### src/rtl/mia_pkg.sv
// Shared types, codes and field widths of the MIPS integer ALU and register file core.
`default_nettype none

package mia_pkg;

    // Field widths
    localparam int RegIdxW  = 5;
    localparam int WordW    = 32;
    localparam int ImmW     = 16;
    localparam int ModeW    = 5;
    localparam int StatusW  = 2;
    localparam int RegCount = 32;
    localparam int InDataW  = 48;
    localparam int OutDataW = 72;

    // Operation codes on the input beat
    localparam logic [ModeW-1:0] MODE_ADD   = 5'd0;
    localparam logic [ModeW-1:0] MODE_ADDU  = 5'd1;
    localparam logic [ModeW-1:0] MODE_SUB   = 5'd2;
    localparam logic [ModeW-1:0] MODE_SUBU  = 5'd3;
    localparam logic [ModeW-1:0] MODE_AND   = 5'd4;
    localparam logic [ModeW-1:0] MODE_OR    = 5'd5;
    localparam logic [ModeW-1:0] MODE_XOR   = 5'd6;
    localparam logic [ModeW-1:0] MODE_SLT   = 5'd7;
    localparam logic [ModeW-1:0] MODE_SLTU  = 5'd8;
    localparam logic [ModeW-1:0] MODE_SLL   = 5'd9;
    localparam logic [ModeW-1:0] MODE_SRL   = 5'd10;
    localparam logic [ModeW-1:0] MODE_SRA   = 5'd11;
    localparam logic [ModeW-1:0] MODE_SRLV  = 5'd12;
    localparam logic [ModeW-1:0] MODE_SRAV  = 5'd13;
    localparam logic [ModeW-1:0] MODE_ADDI  = 5'd14;
    localparam logic [ModeW-1:0] MODE_ADDIU = 5'd15;
    localparam logic [ModeW-1:0] MODE_ANDI  = 5'd16;
    localparam logic [ModeW-1:0] MODE_ORI   = 5'd17;
    localparam logic [ModeW-1:0] MODE_XORI  = 5'd18;
    localparam logic [ModeW-1:0] MODE_LUI   = 5'd19;

    // Internal ALU function codes
    localparam logic [3:0] ALU_ADD  = 4'd0;
    localparam logic [3:0] ALU_SUB  = 4'd1;
    localparam logic [3:0] ALU_AND  = 4'd2;
    localparam logic [3:0] ALU_OR   = 4'd3;
    localparam logic [3:0] ALU_XOR  = 4'd4;
    localparam logic [3:0] ALU_SLT  = 4'd5;
    localparam logic [3:0] ALU_SLTU = 4'd6;
    localparam logic [3:0] ALU_SLL  = 4'd7;
    localparam logic [3:0] ALU_SRL  = 4'd8;
    localparam logic [3:0] ALU_SRA  = 4'd9;
    localparam logic [3:0] ALU_PASS = 4'd10;

    // Result status codes
    localparam logic [StatusW-1:0] ST_OK      = 2'd0;
    localparam logic [StatusW-1:0] ST_OVF     = 2'd1;
    localparam logic [StatusW-1:0] ST_INVALID = 2'd2;

    localparam logic [WordW-1:0] PcStep = 32'd4;

    // Decoded instruction handed from front to back
    typedef struct packed {
        logic [3:0]         alu_op;
        logic [RegIdxW-1:0] rs;
        logic [RegIdxW-1:0] rt;
        logic [RegIdxW-1:0] dest;
        logic [RegIdxW-1:0] shamt;
        logic [WordW-1:0]   imm;
        logic               use_imm;
        logic               var_shift;
        logic               trap_ovf;
        logic               invalid;
    } t_uop;

endpackage

`default_nettype wire

### src/rtl/mips_integer_alu_regfile_core.sv
// Top level of the MIPS integer ALU and register file core.
//
//  Channel   Dir  Ports                        Beat contents (low bit up)
//  s_axis    in   i_s_axis_t{valid,data}, o_   mode, rs, rt, rd, sa, immediate
//  m_axis    out  o_m_axis_t{valid,data}, i_   status, write_done, index, value, next_pc
//
// One instruction per cycle sustained while the output accepts. An accepted beat is
// queued, reads the register file into the execute stage, then executes into the result
// register, which then offers the result beat; a back-to-back dependency is served by
// a bypass from the instruction committing in the same cycle. Synchronous active-low
// reset clears the register file valid bits, PC and stage valids. An output stall fills
// the result register, execute stage and two-entry queue, then deasserts input ready.
`default_nettype none

module mips_integer_alu_regfile_core (
    input  wire logic                          i_clk,
    input  wire logic                          i_rst_n,
    input  wire logic                          i_s_axis_tvalid,
    output logic                               o_s_axis_tready,
    // mode[4:0], src_a_index[9:5], src_b_index[14:10], dest_index[19:15],
    // shift_amount[24:20], immediate[40:25], zero[47:41]
    input  wire logic [mia_pkg::InDataW-1:0]   i_s_axis_tdata,
    output logic                               o_m_axis_tvalid,
    input  wire logic                          i_m_axis_tready,
    // status[1:0], write_done[2], written_index[7:3], written_value[39:8],
    // next_pc[71:40]
    output logic [mia_pkg::OutDataW-1:0]       o_m_axis_tdata
);

    logic          q_valid;
    logic          q_pop;
    mia_pkg::t_uop q_uop;

    // Decode and buffer
    mia_front u_front (
        .i_clk     (i_clk),
        .i_rst_n   (i_rst_n),
        .i_valid   (i_s_axis_tvalid),
        .o_ready   (o_s_axis_tready),
        .i_data    (i_s_axis_tdata),
        .o_q_valid (q_valid),
        .o_q_uop   (q_uop),
        .i_q_pop   (q_pop)
    );

    // Execute and retire
    mia_back u_back (
        .i_clk     (i_clk),
        .i_rst_n   (i_rst_n),
        .i_q_valid (q_valid),
        .i_q_uop   (q_uop),
        .o_q_pop   (q_pop),
        .o_valid   (o_m_axis_tvalid),
        .i_ready   (i_m_axis_tready),
        .o_data    (o_m_axis_tdata)
    );

endmodule

`default_nettype wire

### src/rtl/mia_front.sv
// Front end: decode and classify instructions, then buffer them in a two-entry queue.
`default_nettype none

module mia_front (
    input  wire logic                         i_clk,
    input  wire logic                         i_rst_n,
    input  wire logic                         i_valid,
    output logic                              o_ready,
    input  wire logic [mia_pkg::InDataW-1:0]  i_data,
    output logic                              o_q_valid,
    output mia_pkg::t_uop                     o_q_uop,
    input  wire logic                         i_q_pop
);

    logic [mia_pkg::ModeW-1:0]   mode;
    logic [mia_pkg::RegIdxW-1:0] rs;
    logic [mia_pkg::RegIdxW-1:0] rt;
    logic [mia_pkg::RegIdxW-1:0] rd;
    logic [mia_pkg::RegIdxW-1:0] sa;
    logic [mia_pkg::ImmW-1:0]    imm;
    logic [mia_pkg::WordW-1:0]   imm_sext;
    logic [mia_pkg::WordW-1:0]   imm_zext;
    mia_pkg::t_uop               dec;

    mia_pkg::t_uop r_q_mem [2];
    logic          r_wptr;
    logic          r_rptr;
    logic [1:0]    r_count;
    logic          n_wptr;
    logic          n_rptr;
    logic [1:0]    n_count;
    logic          push;

    // Unpack the input beat
    assign mode     = i_data[4:0];
    assign rs       = i_data[9:5];
    assign rt       = i_data[14:10];
    assign rd       = i_data[19:15];
    assign sa       = i_data[24:20];
    assign imm      = i_data[40:25];
    assign imm_sext = {{(mia_pkg::WordW-mia_pkg::ImmW){imm[mia_pkg::ImmW-1]}}, imm};
    assign imm_zext = {{(mia_pkg::WordW-mia_pkg::ImmW){1'b0}}, imm};

    // Decode mode into ALU function, operand sources and reserved-field checks
    always_comb begin
        dec           = '0;
        dec.rs        = rs;
        dec.rt        = rt;
        dec.dest      = rd;
        dec.shamt     = sa;
        dec.imm       = imm_sext;
        dec.alu_op    = mia_pkg::ALU_PASS;
        case (mode)
            mia_pkg::MODE_ADD: begin
                dec.alu_op   = mia_pkg::ALU_ADD;
                dec.trap_ovf = 1'b1;
            end
            mia_pkg::MODE_ADDU:  dec.alu_op = mia_pkg::ALU_ADD;
            mia_pkg::MODE_SUB: begin
                dec.alu_op   = mia_pkg::ALU_SUB;
                dec.trap_ovf = 1'b1;
            end
            mia_pkg::MODE_SUBU:  dec.alu_op = mia_pkg::ALU_SUB;
            mia_pkg::MODE_AND:   dec.alu_op = mia_pkg::ALU_AND;
            mia_pkg::MODE_OR:    dec.alu_op = mia_pkg::ALU_OR;
            mia_pkg::MODE_XOR:   dec.alu_op = mia_pkg::ALU_XOR;
            mia_pkg::MODE_SLT: begin
                dec.alu_op  = mia_pkg::ALU_SLT;
                dec.invalid = (sa != '0);
            end
            mia_pkg::MODE_SLTU:  dec.alu_op = mia_pkg::ALU_SLTU;
            mia_pkg::MODE_SLL: begin
                dec.alu_op  = mia_pkg::ALU_SLL;
                dec.invalid = (rs != '0);
            end
            mia_pkg::MODE_SRL: begin
                dec.alu_op  = mia_pkg::ALU_SRL;
                dec.invalid = (rs != '0);
            end
            mia_pkg::MODE_SRA: begin
                dec.alu_op  = mia_pkg::ALU_SRA;
                dec.invalid = (rs != '0);
            end
            mia_pkg::MODE_SRLV: begin
                dec.alu_op    = mia_pkg::ALU_SRL;
                dec.var_shift = 1'b1;
                dec.invalid   = (sa != '0);
            end
            mia_pkg::MODE_SRAV: begin
                dec.alu_op    = mia_pkg::ALU_SRA;
                dec.var_shift = 1'b1;
                dec.invalid   = (sa != '0);
            end
            mia_pkg::MODE_ADDI: begin
                dec.alu_op   = mia_pkg::ALU_ADD;
                dec.use_imm  = 1'b1;
                dec.trap_ovf = 1'b1;
                dec.dest     = rt;
            end
            mia_pkg::MODE_ADDIU: begin
                dec.alu_op  = mia_pkg::ALU_ADD;
                dec.use_imm = 1'b1;
                dec.dest    = rt;
            end
            mia_pkg::MODE_ANDI: begin
                dec.alu_op  = mia_pkg::ALU_AND;
                dec.use_imm = 1'b1;
                dec.imm     = imm_zext;
                dec.dest    = rt;
            end
            mia_pkg::MODE_ORI: begin
                dec.alu_op  = mia_pkg::ALU_OR;
                dec.use_imm = 1'b1;
                dec.imm     = imm_zext;
                dec.dest    = rt;
            end
            mia_pkg::MODE_XORI: begin
                dec.alu_op  = mia_pkg::ALU_XOR;
                dec.use_imm = 1'b1;
                dec.imm     = imm_zext;
                dec.dest    = rt;
            end
            mia_pkg::MODE_LUI: begin
                dec.alu_op  = mia_pkg::ALU_PASS;
                dec.use_imm = 1'b1;
                dec.imm     = {imm, {mia_pkg::ImmW{1'b0}}};
                dec.dest    = rt;
                dec.invalid = (rs != '0);
            end
            default: dec.invalid = 1'b1;
        endcase
    end

    // Queue control
    assign o_ready   = (r_count != 2'd2);
    assign push      = i_valid && o_ready;
    assign o_q_valid = (r_count != 2'd0);
    assign o_q_uop   = r_q_mem[r_rptr];

    always_comb begin
        n_wptr  = push ? ~r_wptr : r_wptr;
        n_rptr  = i_q_pop ? ~r_rptr : r_rptr;
        n_count = r_count;
        if (push && !i_q_pop) begin
            n_count = r_count + 2'd1;
        end else if (!push && i_q_pop) begin
            n_count = r_count - 2'd1;
        end
    end

    always_ff @(posedge i_clk) begin
        if (!i_rst_n) begin
            r_wptr  <= 1'b0;
            r_rptr  <= 1'b0;
            r_count <= 2'd0;
        end else begin
            r_wptr  <= n_wptr;
            r_rptr  <= n_rptr;
            r_count <= n_count;
        end
    end

    // Store the decoded beat
    always_ff @(posedge i_clk) begin
        if (push) begin
            r_q_mem[r_wptr] <= dec;
        end
    end

`ifndef SYNTH
    a_count_max: assert property (@(posedge i_clk) disable iff (!i_rst_n)
        r_count != 2'd3)
        else $error("queue count out of range");
    a_pop_nonempty: assert property (@(posedge i_clk) disable iff (!i_rst_n)
        i_q_pop |-> r_count != 2'd0)
        else $error("pop from empty queue");
    a_ptr_track: assert property (@(posedge i_clk) disable iff (!i_rst_n)
        (r_count == 2'd0 || r_count == 2'd2) |-> r_wptr == r_rptr)
        else $error("queue pointers disagree with count");
`endif

endmodule

`default_nettype wire

### src/rtl/mia_back.sv
// Back end: register file, PC, operand bypass, ALU execute and result register.
`default_nettype none

module mia_back (
    input  wire logic                          i_clk,
    input  wire logic                          i_rst_n,
    input  wire logic                          i_q_valid,
    input  wire mia_pkg::t_uop                 i_q_uop,
    output logic                               o_q_pop,
    output logic                               o_valid,
    input  wire logic                          i_ready,
    output logic [mia_pkg::OutDataW-1:0]       o_data
);

    localparam int W = mia_pkg::WordW;

    // Register file storage and per-entry valid bits (invalid reads as zero)
    logic [W-1:0]                  r_rf [mia_pkg::RegCount];
    logic [mia_pkg::RegCount-1:0]  r_rf_valid;

    // Execute stage
    logic                 r_e_valid;
    mia_pkg::t_uop        r_e_uop;
    logic [W-1:0]         r_rd_a;
    logic [W-1:0]         r_rd_b;
    logic                 r_va;
    logic                 r_vb;
    logic                 r_byp_a;
    logic                 r_byp_b;
    logic [W-1:0]         r_wb_val;

    logic [W-1:0]         r_pc;

    // Result register
    logic                            r_o_valid;
    logic [mia_pkg::StatusW-1:0]     r_o_status;
    logic                            r_o_wdone;
    logic [mia_pkg::RegIdxW-1:0]     r_o_widx;
    logic [W-1:0]                    r_o_wval;
    logic [W-1:0]                    r_o_pc;

    logic                            e_adv;
    logic                            issue;
    logic                            commit;
    logic                            wr_en;
    logic [W-1:0]                    op_a;
    logic [W-1:0]                    op_b;
    logic [W-1:0]                    reg_b;
    logic [mia_pkg::RegIdxW-1:0]     sh;
    logic [W-1:0]                    sum;
    logic [W-1:0]                    diff;
    logic [W-1:0]                    res;
    logic                            ovf;
    logic [mia_pkg::StatusW-1:0]     status;
    logic [W-1:0]                    pc_next;

    // Stage handshakes
    assign e_adv   = !r_o_valid || i_ready;
    assign commit  = r_e_valid && e_adv;
    assign issue   = i_q_valid && (!r_e_valid || e_adv);
    assign o_q_pop = issue;

    // Operand select with bypass from the instruction committing ahead
    assign op_a  = r_byp_a ? r_wb_val : (r_va ? r_rd_a : '0);
    assign reg_b = r_byp_b ? r_wb_val : (r_vb ? r_rd_b : '0);
    assign op_b  = r_e_uop.use_imm ? r_e_uop.imm : reg_b;
    assign sh    = r_e_uop.var_shift ? op_a[mia_pkg::RegIdxW-1:0] : r_e_uop.shamt;
    assign sum   = op_a + op_b;
    assign diff  = op_a - op_b;

    // ALU
    always_comb begin
        res = '0;
        ovf = 1'b0;
        case (r_e_uop.alu_op)
            mia_pkg::ALU_ADD: begin
                res = sum;
                ovf = r_e_uop.trap_ovf && ((op_a[W-1] ~^ op_b[W-1]) &&
                      (sum[W-1] != op_a[W-1]));
            end
            mia_pkg::ALU_SUB: begin
                res = diff;
                ovf = r_e_uop.trap_ovf && ((op_a[W-1] != op_b[W-1]) &&
                      (diff[W-1] != op_a[W-1]));
            end
            mia_pkg::ALU_AND:  res = op_a & op_b;
            mia_pkg::ALU_OR:   res = op_a | op_b;
            mia_pkg::ALU_XOR:  res = op_a ^ op_b;
            mia_pkg::ALU_SLT:  res = {{(W-1){1'b0}}, ($signed(op_a) < $signed(op_b))};
            mia_pkg::ALU_SLTU: res = {{(W-1){1'b0}}, (op_a < op_b)};
            mia_pkg::ALU_SLL:  res = op_b << sh;
            mia_pkg::ALU_SRL:  res = op_b >> sh;
            mia_pkg::ALU_SRA:  res = W'($signed(op_b) >>> sh);
            mia_pkg::ALU_PASS: res = op_b;
            default:           res = '0;
        endcase
    end

    // Status and architectural update
    always_comb begin
        if (r_e_uop.invalid) begin
            status = mia_pkg::ST_INVALID;
        end else if (ovf) begin
            status = mia_pkg::ST_OVF;
        end else begin
            status = mia_pkg::ST_OK;
        end
    end

    assign wr_en   = (status == mia_pkg::ST_OK) && (r_e_uop.dest != '0);
    assign pc_next = (status == mia_pkg::ST_OK) ? (r_pc + mia_pkg::PcStep) : r_pc;

    // Register file write and read
    always_ff @(posedge i_clk) begin
        if (commit && wr_en) begin
            r_rf[r_e_uop.dest] <= res;
        end
        if (issue) begin
            r_rd_a <= r_rf[i_q_uop.rs];
            r_rd_b <= r_rf[i_q_uop.rt];
        end
    end

    // Control state: valids, PC, stage occupancy
    always_ff @(posedge i_clk) begin
        if (!i_rst_n) begin
            r_rf_valid <= '0;
            r_pc       <= '0;
            r_e_valid  <= 1'b0;
            r_o_valid  <= 1'b0;
            r_byp_a    <= 1'b0;
            r_byp_b    <= 1'b0;
        end else begin
            if (commit) begin
                r_pc <= pc_next;
                if (wr_en) begin
                    r_rf_valid[r_e_uop.dest] <= 1'b1;
                end
            end
            if (issue) begin
                r_e_valid <= 1'b1;
                r_byp_a   <= commit && wr_en && (r_e_uop.dest == i_q_uop.rs);
                r_byp_b   <= commit && wr_en && (r_e_uop.dest == i_q_uop.rt);
            end else if (commit) begin
                r_e_valid <= 1'b0;
                r_byp_a   <= 1'b0;
                r_byp_b   <= 1'b0;
            end
            if (commit) begin
                r_o_valid <= 1'b1;
            end else if (i_ready) begin
                r_o_valid <= 1'b0;
            end
        end
    end

    // Payload of execute and result registers
    always_ff @(posedge i_clk) begin
        if (issue) begin
            r_e_uop <= i_q_uop;
            r_va    <= r_rf_valid[i_q_uop.rs];
            r_vb    <= r_rf_valid[i_q_uop.rt];
        end
        if (commit) begin
            if (wr_en) begin
                r_wb_val <= res;
            end
            r_o_status <= status;
            r_o_wdone  <= wr_en;
            r_o_widx   <= wr_en ? r_e_uop.dest : '0;
            r_o_wval   <= wr_en ? res : '0;
            r_o_pc     <= pc_next;
        end
    end

    assign o_valid = r_o_valid;
    assign o_data  = {r_o_pc, r_o_wval, r_o_widx, r_o_wdone, r_o_status};

`ifndef SYNTH
    a_err_no_write: assert property (@(posedge i_clk) disable iff (!i_rst_n)
        (r_o_valid && r_o_status != mia_pkg::ST_OK) |-> !r_o_wdone)
        else $error("error result reports a register write");
    a_pc_step: assert property (@(posedge i_clk) disable iff (!i_rst_n)
        (commit && status == mia_pkg::ST_OK) |=> r_pc == $past(r_pc) + mia_pkg::PcStep)
        else $error("PC did not advance after successful commit");
    a_pc_hold: assert property (@(posedge i_clk) disable iff (!i_rst_n)
        !commit |=> $stable(r_pc))
        else $error("PC changed without a commit");
    a_zero_reg: assert property (@(posedge i_clk) disable iff (!i_rst_n)
        !r_rf_valid[0])
        else $error("register zero marked written");
    a_byp_occupied: assert property (@(posedge i_clk) disable iff (!i_rst_n)
        (r_byp_a || r_byp_b) |-> r_e_valid)
        else $error("bypass flag set with empty execute stage");
`endif

endmodule

`default_nettype wire
### config.mk
export PLATFORM = sky130hd
export DESIGN_NAME = mips_integer_alu_regfile_core
export DESIGN_NICKNAME = d
export VERILOG_FILES = /design/src/rtl/mia_pkg.sv /design/src/rtl/mips_integer_alu_regfile_core.sv /design/src/rtl/mia_front.sv /design/src/rtl/mia_back.sv
export SDC_FILE = /design/constraint.sdc
export NUM_CORES = 2
export LEC_CHECK = 0
export ABC_AREA = 1
export BUFFER_PORTS_ARGS = -buffer_cell sky130_fd_sc_hd__buf_2
export CORE_UTILIZATION = 39
export CTS_BUF_LIST = sky130_fd_sc_hd__clkbuf_8
export CTS_CLUSTER_DIAMETER = 100
export DETAILED_ROUTE_END_ITERATION = 10
export PLACE_DENSITY = 0.64
export SETUP_SLACK_MARGIN = 0.15
export SLEW_MARGIN = 25
export SYNTH_ARGS = -nofsm -noshare
export SYNTH_HDL_FRONTEND = slang
export SYNTH_HIERARCHICAL = 1
export SYNTH_SLANG_ARGS = --single-unit
### constraint.sdc
create_clock -name i_clk -period 7.93 [get_ports i_clk]
set_input_delay 1.1895 -clock i_clk [delete_from_list [all_inputs] [get_ports i_clk]]
set_output_delay 1.1895 -clock i_clk [all_outputs]
set_load 0.1 [all_outputs]
# Word level (Yosys, flattened, before mapping)
# Memory sizes are Yosys's and may differ from the RTL's. A register that Yosys moved wholly into a read port is not among the register bits.
# Index checks and enable logic that the tools add are counted.
[totals]
reg_bits = 228
ram_bits = 1144
input_bits = 52
word_cells = 166
n_memories = 2
[mem_list]
columns = ["memory", "depth", "word_bits", "rd", "rd_clocked_by_memory_dff", "write_ports", "line_no", "text"]
rows = [
  ["u_back.r_rf", 32, 32, 2, 2, 1, "mia_back.sv:18", "logic [W-1:0] r_rf [mia_pkg::RegCount];"],
  ["u_front.r_q_mem", 2, 60, 1, 1, 1, "mia_front.sv:25", "mia_pkg::t_uop r_q_mem [2];"],
]
[classes]
n_addsub = 5
order_cmp = 6
n_eq_ne = 35
shift = 3
muxes = 38
bitwise_logic = 7
reduce_logical = 45
[ops]
columns = ["operator", "count"]
rows = [
  ["32-bit case mux with 11 select lines", 1],
  ["32-bit 2-to-1 mux", 6],
  ["32-bit less-than comparator", 2],
  ["32-bit bitwise OR", 2],
  ["32-bit case mux with 2 select lines", 1],
  ["5-bit by 4-bit == test with 1-bit output (second input constant)", 8],
  ["4-bit case mux with 10 select lines", 1],
  ["32-bit by 3-bit adder with 32-bit output (second input constant)", 1],
  ["32-bit adder", 1],
  ["32-bit bitwise AND", 1],
  ["32-bit by 5-bit left shift with 32-bit output", 1],
  ["32-bit by 5-bit right shift with 32-bit output", 1],
  ["32-bit by 5-bit >>> shifter with 32-bit output", 1],
  ["32-bit subtractor", 1],
  ["32-bit bitwise XOR", 1],
  ["5-bit by 3-bit == test with 1-bit output (second input constant)", 4],
  ["5-bit == test (second input constant)", 4],
  ["1-bit 2-to-1 mux", 19],
  ["5-bit by 6-bit less-than comparator with 1-bit output (second input constant)", 3],
  ["4-bit by 3-bit == test with 1-bit output (second input constant)", 4],
  ["5-bit nonzero test", 3],
  ["1-bit logical AND", 14],
  ["2-bit OR reduction", 7],
  ["13-bit OR reduction", 1],
  ["29 further kinds", 51],
]

# Depth between registers and ports, before layout
[logic_depth]
depth_word = 15
ltp_mapped = 28
mapped_depth_nobuf = 25

# Modules after synthesis
# The synthesis kept the hierarchy.
[modules_own_cells]
columns = ["mod", "n_inst", "cells_per_inst", "area_each_um2", "seq_area_each_um2"]
rows = [
  ["mia_back", 1, 7689, 70214.8, 38617.0],
  ["mia_front", 1, 356, 5260.0, 3703.6],
]

# Worst setup path after synthesis
# No wires, ideal clock.
[synth_path]
path_type = "register -> register"
start = "register u_back/r_e_uop[3] (netlist bit)"
end = "memory u_back/r_rf[10][0] (netlist bit) (enable)"
setup_ns = 0.461
arrival_time_ns = 5.123
slack_ns = 2.346
stages_incl_launch_ff = 23
period_less_slack_ns = 5.584
cell_sequence = "edfxtp_1 -> buf_2 -> inv_2 -> buf_4 -> o21ai_0 -> inv_2 -> ha_1 -> inv_1 -> nand3_1 -> nand2_2 -> nand2_2 -> nand2_2 -> nand2_2 -> nand2_2 -> nand2_2 -> nand2_1 -> nand2_1 -> nand3_2 -> nand2_2 -> nand2_2 -> nand4_2 -> buf_4 -> nor3_1"
[synth_between]
elab_chain_len = 13
[synth_rtl]
columns = ["element", "line_no", "text"]
rows = [
  ["start, declared", "mia_back.sv:23", "mia_pkg::t_uop r_e_uop;"],
  ["start signal, assigned", "mia_back.sv:160", "r_e_uop <= i_q_uop;"],
  ["32-bit 2-to-1 mux (*)", "mia_back.sv:66", "assign op_b = r_e_uop.use_imm ? r_e_uop.imm : reg_b;"],
  ["32-bit subtractor or 32-bit adder (tied branches)", "mia_back.sv:69, mia_back.sv:68", ""],
  ["1-bit inequality test (on tied branches)", "mia_back.sv:84, mia_back.sv:79", ""],
  ["1-bit logical AND (on tied branches) (2 in series)", "mia_back.sv:83, mia_back.sv:78", ""],
  ["1-bit case mux with 2 select lines (*)", "mia_back.sv:75", "case (r_e_uop.alu_op)"],
  ["1-bit 2-to-1 mux (*)", "mia_back.sv:103", "end else if (ovf) begin"],
  ["2-bit 2-to-1 mux (*)", "mia_back.sv:101", "if (r_e_uop.invalid) begin"],
  ["2-bit logical NOT (*)", "mia_back.sv:110", "assign wr_en = (status == mia_pkg::ST_OK) && (r_e_uop.dest != '0);"],
  ["1-bit logical AND (*)", "mia_back.sv:110", ""],
  ["1-bit logical AND (*)", "mia_back.sv:115", "if (commit && wr_en) begin"],
  ["1-bit 2-to-1 mux (*)", "mia_back.sv:115", ""],
  ["1-bit 2-to-1 mux (not written as such) (*)", "mia_back.sv:116", "r_rf[r_e_uop.dest] <= res;"],
  ["end, declared", "mia_back.sv:18", ""],
]
# Mark *: on every way between the ends. The rest lies on a longest branch, timed or not.

# Worst setup path after layout
[layout_path]
start = "register u_back/r_e_uop[3] (netlist bit)"
end = "memory u_back/r_rf[17][21] (netlist bit) (enable)"
# Same word-level chain as after synthesis.

==> results by group <==
Floorplan
  • Core area: between 150,000 and 200,000 um^2
  • Starting Density: about two fifths
  • # IOs: roughly 130
  • Row count: approximately 160
  • Die width: between 400 and 500 um
  • Die Y-Extent: 442 um
  • Full die area: 195,000 um^2

Place
  • Dpl hpwl: around 180 mm
  • Port-buffer cells: about 120
  • RePlAce Congestion: a little under 1
  • Pre-CTS setup slack: approximately 1.6 ns

Worst hold path
  • Worst hold path startpoint: i_s_axis_tdata[8]
  • Worst hold path depth: 1
  • Hold EP: u_front/r_q_mem[1][54]
  • Hold Path Class: input port to flip-flop

STA
  • Clock period minus worst slack: 6.55 ns
  • Slew Viols, Final: 0
  • Fin Setup TNS: 0 ns
  • Max_slew headroom: between 10% and 20%
  • Final hold viol count: 0
  • Fmax: approximately 150 MHz
  • RSZ-0062 raised after global routing: false
  • Slew @ Worst Pin: 1.28 ns
  • Setup ws final: 1.38 ns
  • Setup Skew: between 0.05 and 0.06 ns
  • Period utilization: around 83%
  • Final setup violation count: 0

Critical path
  • RR Endpoint: u_back/r_rf[17][21]
  • Worst-path cell chain: buf_4 -> inv_2 -> nand2_1 -> o21ai_1 -> inv_1 -> ha_1 -> nand2_1 -> a21oi_1 -> nor2_1 -> nand2_1 -> a21oi_1 -> nand2_1 -> nand2_1 -> nand2_1 -> nand2_1 -> nand2_2 -> nand2_2 -> nand4_1 -> nor2_4 -> buf_4
  • Reg2reg start: u_back/r_e_uop[3]
  • Register-to-Register Path Depth: 20
  • CP dominant cell by count: nand2_1
  • Worst setup SP type: flip-flop
  • CP peak stage delay: approximately 0.94 ns
  • Crit. End Element: flip-flop
  • WS Path Type: flip-flop to flip-flop
  • Worst Path Arrival: a little over 7 ns
  • Slowest library cell on the worst path: nor2_4
  • Maximum fanout along the worst path: 42
  • WP data required: ~8.6 ns
  • Worst reg2reg setup slack: roughly 1.4 ns

Cells and area
  • Layout Area Growth over Synthesis: 10.3%
  • Share of cells above drive strength 1: 10.1%
  • FILL cells: approximately 18,000
  • NumNets Final: between 8,000 and 9,000

Synthesis
  • Top_reg_cell synth: edfxtp_1
  • Post-synth EDFFs: 1,362
  • Largest area contributor in the netlist: edfxtp_1
  • Area share of the largest cell type after synthesis: around 54%
  • Sequential-to-total area share from yosys stat: 56.1%
  • Flops & latches, synth: between 1,000 and 1,500
  • Top post-synthesis cells by count: nor2_1 (1,418), edfxtp_1 (1,362), o21ai_0 (1,203)
  • Syn avg cell area: ~9.4 um^2
  • Post-synth ARST share: 0%
  • Ys Warns: 6
  • Count leader, synth: nor2_1
  • Synth top area cells: edfxtp_1 (54%), o21ai_0 (8.0%), nor2_1 (7.1%)
  • Post-synthesis instance total: 8,045
  • Distinct cells, synth: 65
  • Post-Synthesis Cell Area: around 75,000 um^2

Drt
  • Routed Antenna Nets: 0
  • Detail-routed via count per cell: roughly 6.3
  • Post-Route WL: 292 mm
  • Initial DRC count: roughly 11,000
  • DR vias: 67,800
  • DRT Pass-1 Iters: 9
  • DR WL/cell: approximately 27 um
  • Remaining DRCs: 0

GRT
  • Vias in the first global route: ~64,000
  • Largest net degree at the start of global routing: approximately 180
  • GRT overflow: 0
  • GRT Overall Usage: between 20% and 30%
  • Initial antenna violation count: 10
  • First-pass GRT wire length: ~420 mm

Clock network
  • Clock sinks: between 1,000 and 1,500
  • CTS tree: built
  • Clock slew at reported path FFs: roughly 0.060 ns
  • Clock buffer depth: 3
  • H-Tree Depth: 4
  • CTS Buf Count: between 200 and 250
  • Later-pin clock latency in the skew report: 1.00 ns
  • Post-CTS sizing: 0
  • Post-CTS Setup Bufs: 0
  • Hold buffer count at cts: 0
  • Clock root cell: clkbuf_8

Run status
  • Status: complete, no violations

Power
  • PD cells: just under 500 nW/um^2
  • Maximum VDD drop: 0.589 mV
  • Leak: 29.8 nW
  • Design Power: around 40 mW

Job
  • Maxcap violations: 0
logic make-up (layout without fill, tap and decap cells):
family / after synthesis / after routing / share of synthesized area [%]
AO/OA/AOI/OAI: 2324 / 2324 / 18.8
XOR/XNOR: 29 / 29 / 0.337
adder cells (fa/ha/maj): 100 / 100 / 1.68
buffers and inverters: 998 / 1109 / 5.29
flip-flops: 1433 / 1433 / 56.1
multiplexers: 65 / 65 / 0.995
other: 1 / 42 / 0.00497
AND/OR/NAND/NOR: 3095 / 3095 / 16.9
how the worst max path moves through the flow:
stage / from / endpoint / slack, ns / cells after the start
after global routing: u_back/r_e_uop[3] / u_back/r_rf[17][7] / 1.21 / 20
after floorplan: u_back/r_e_uop[3] / u_back/r_rf[10][0] / 2.35 / 22
final: u_back/r_e_uop[3] / u_back/r_rf[17][21] / 1.38 / 20
after detailed placement: u_back/r_e_uop[3] / u_back/r_rf[17][5] / 1.61 / 20
after global placement: u_back/r_e_uop[3] / u_back/r_rf[17][5] / 1.61 / 20
after CTS: u_back/r_e_uop[3] / u_back/r_rf[17][7] / 1.60 / 20
stage by stage:
stage | util, % | hold slack [ns] | instance area, um^2 | cells
detailed placement | 41.0 | 0.459 | 78800 | 10300
global placement | 41.0 | 0.439 | 78800 | 10300
CTS | 43.3 | 0.344 | 83200 | 10700
finish | 43.3 | 0.450 | 83200 | 10700
floorplan | - | 0.421 | 75600 | 8078
global route | 43.3 | 0.389 | 83200 | 10700
registers in the layout, summed over array words and instances, names as in the netlist, 32 cells and up, named ones only:
signal and count:
u_back/r_wb_val 32, u_front/r_q_mem 120, u_back/r_e_uop 50, u_back/r_rd_b 32
u_back/r_rd_a 32, u_back/r_o_wval 32, u_back/r_rf_valid 32, u_back/r_rf 1024
final cells by class:
type	count	area, um^2	share of cell area (%)
Antenna cell	8	20.0	0.0240
Multi-Input combinational cell	5647	29600	35.6
Clock buffer	257	3540	4.25
Clock inverter	173	861	1.03
Tap cell	2526	3160	3.80
Sequential cell	1433	42300	50.8
Inverter	391	1530	1.84
Timing Repair Buffer	288	2180	2.62
worst max-delay path: cells and delay by family, from the launching register on:
kind / cells / cell delay (ns)
flip-flops: 1 / 0.35
adder cells (fa/ha/maj): 1 / 0.49
buffers and inverters: 4 / 1.44
AND/OR/NAND/NOR: 12 / 2.75
AO/OA/AOI/OAI: 3 / 1.11
power breakdown:
group / internal (mW) / switching, mW
clock network: 3.07 / 3.05
registers: 11.9 / 0.575
logic: 4.80 / 17.0
total: 19.8 / 20.6
cells in the final DEF (no fill, tap or decap), drive strengths merged, types with 34 or more instances in the layout:
cell and count:
nor2 1447, edfxtp 1362, o21ai 1259, nand2 1012
nand3 532, inv 474, o221ai 409, buf 287
a21oi 279, clkbuf 258, o22ai 103, ha 98
a31oi 86, clkinv 81, dfxtp 71, mux2 65
a32oi 56, nor3 42, conb 34
metal layers:
metal,share of wire (%),wire length [um],vias to the layer above,track usage [%]
met4,6.6,19200,0,18.1
li1,-,-,29100,-
met3,12,35700,998,6.62
met5,0,0,-,0
met1,38,110000,32600,37.6
met2,43,127000,5108,42.7
No activity file was read; power rests on OpenSTA's default activity.
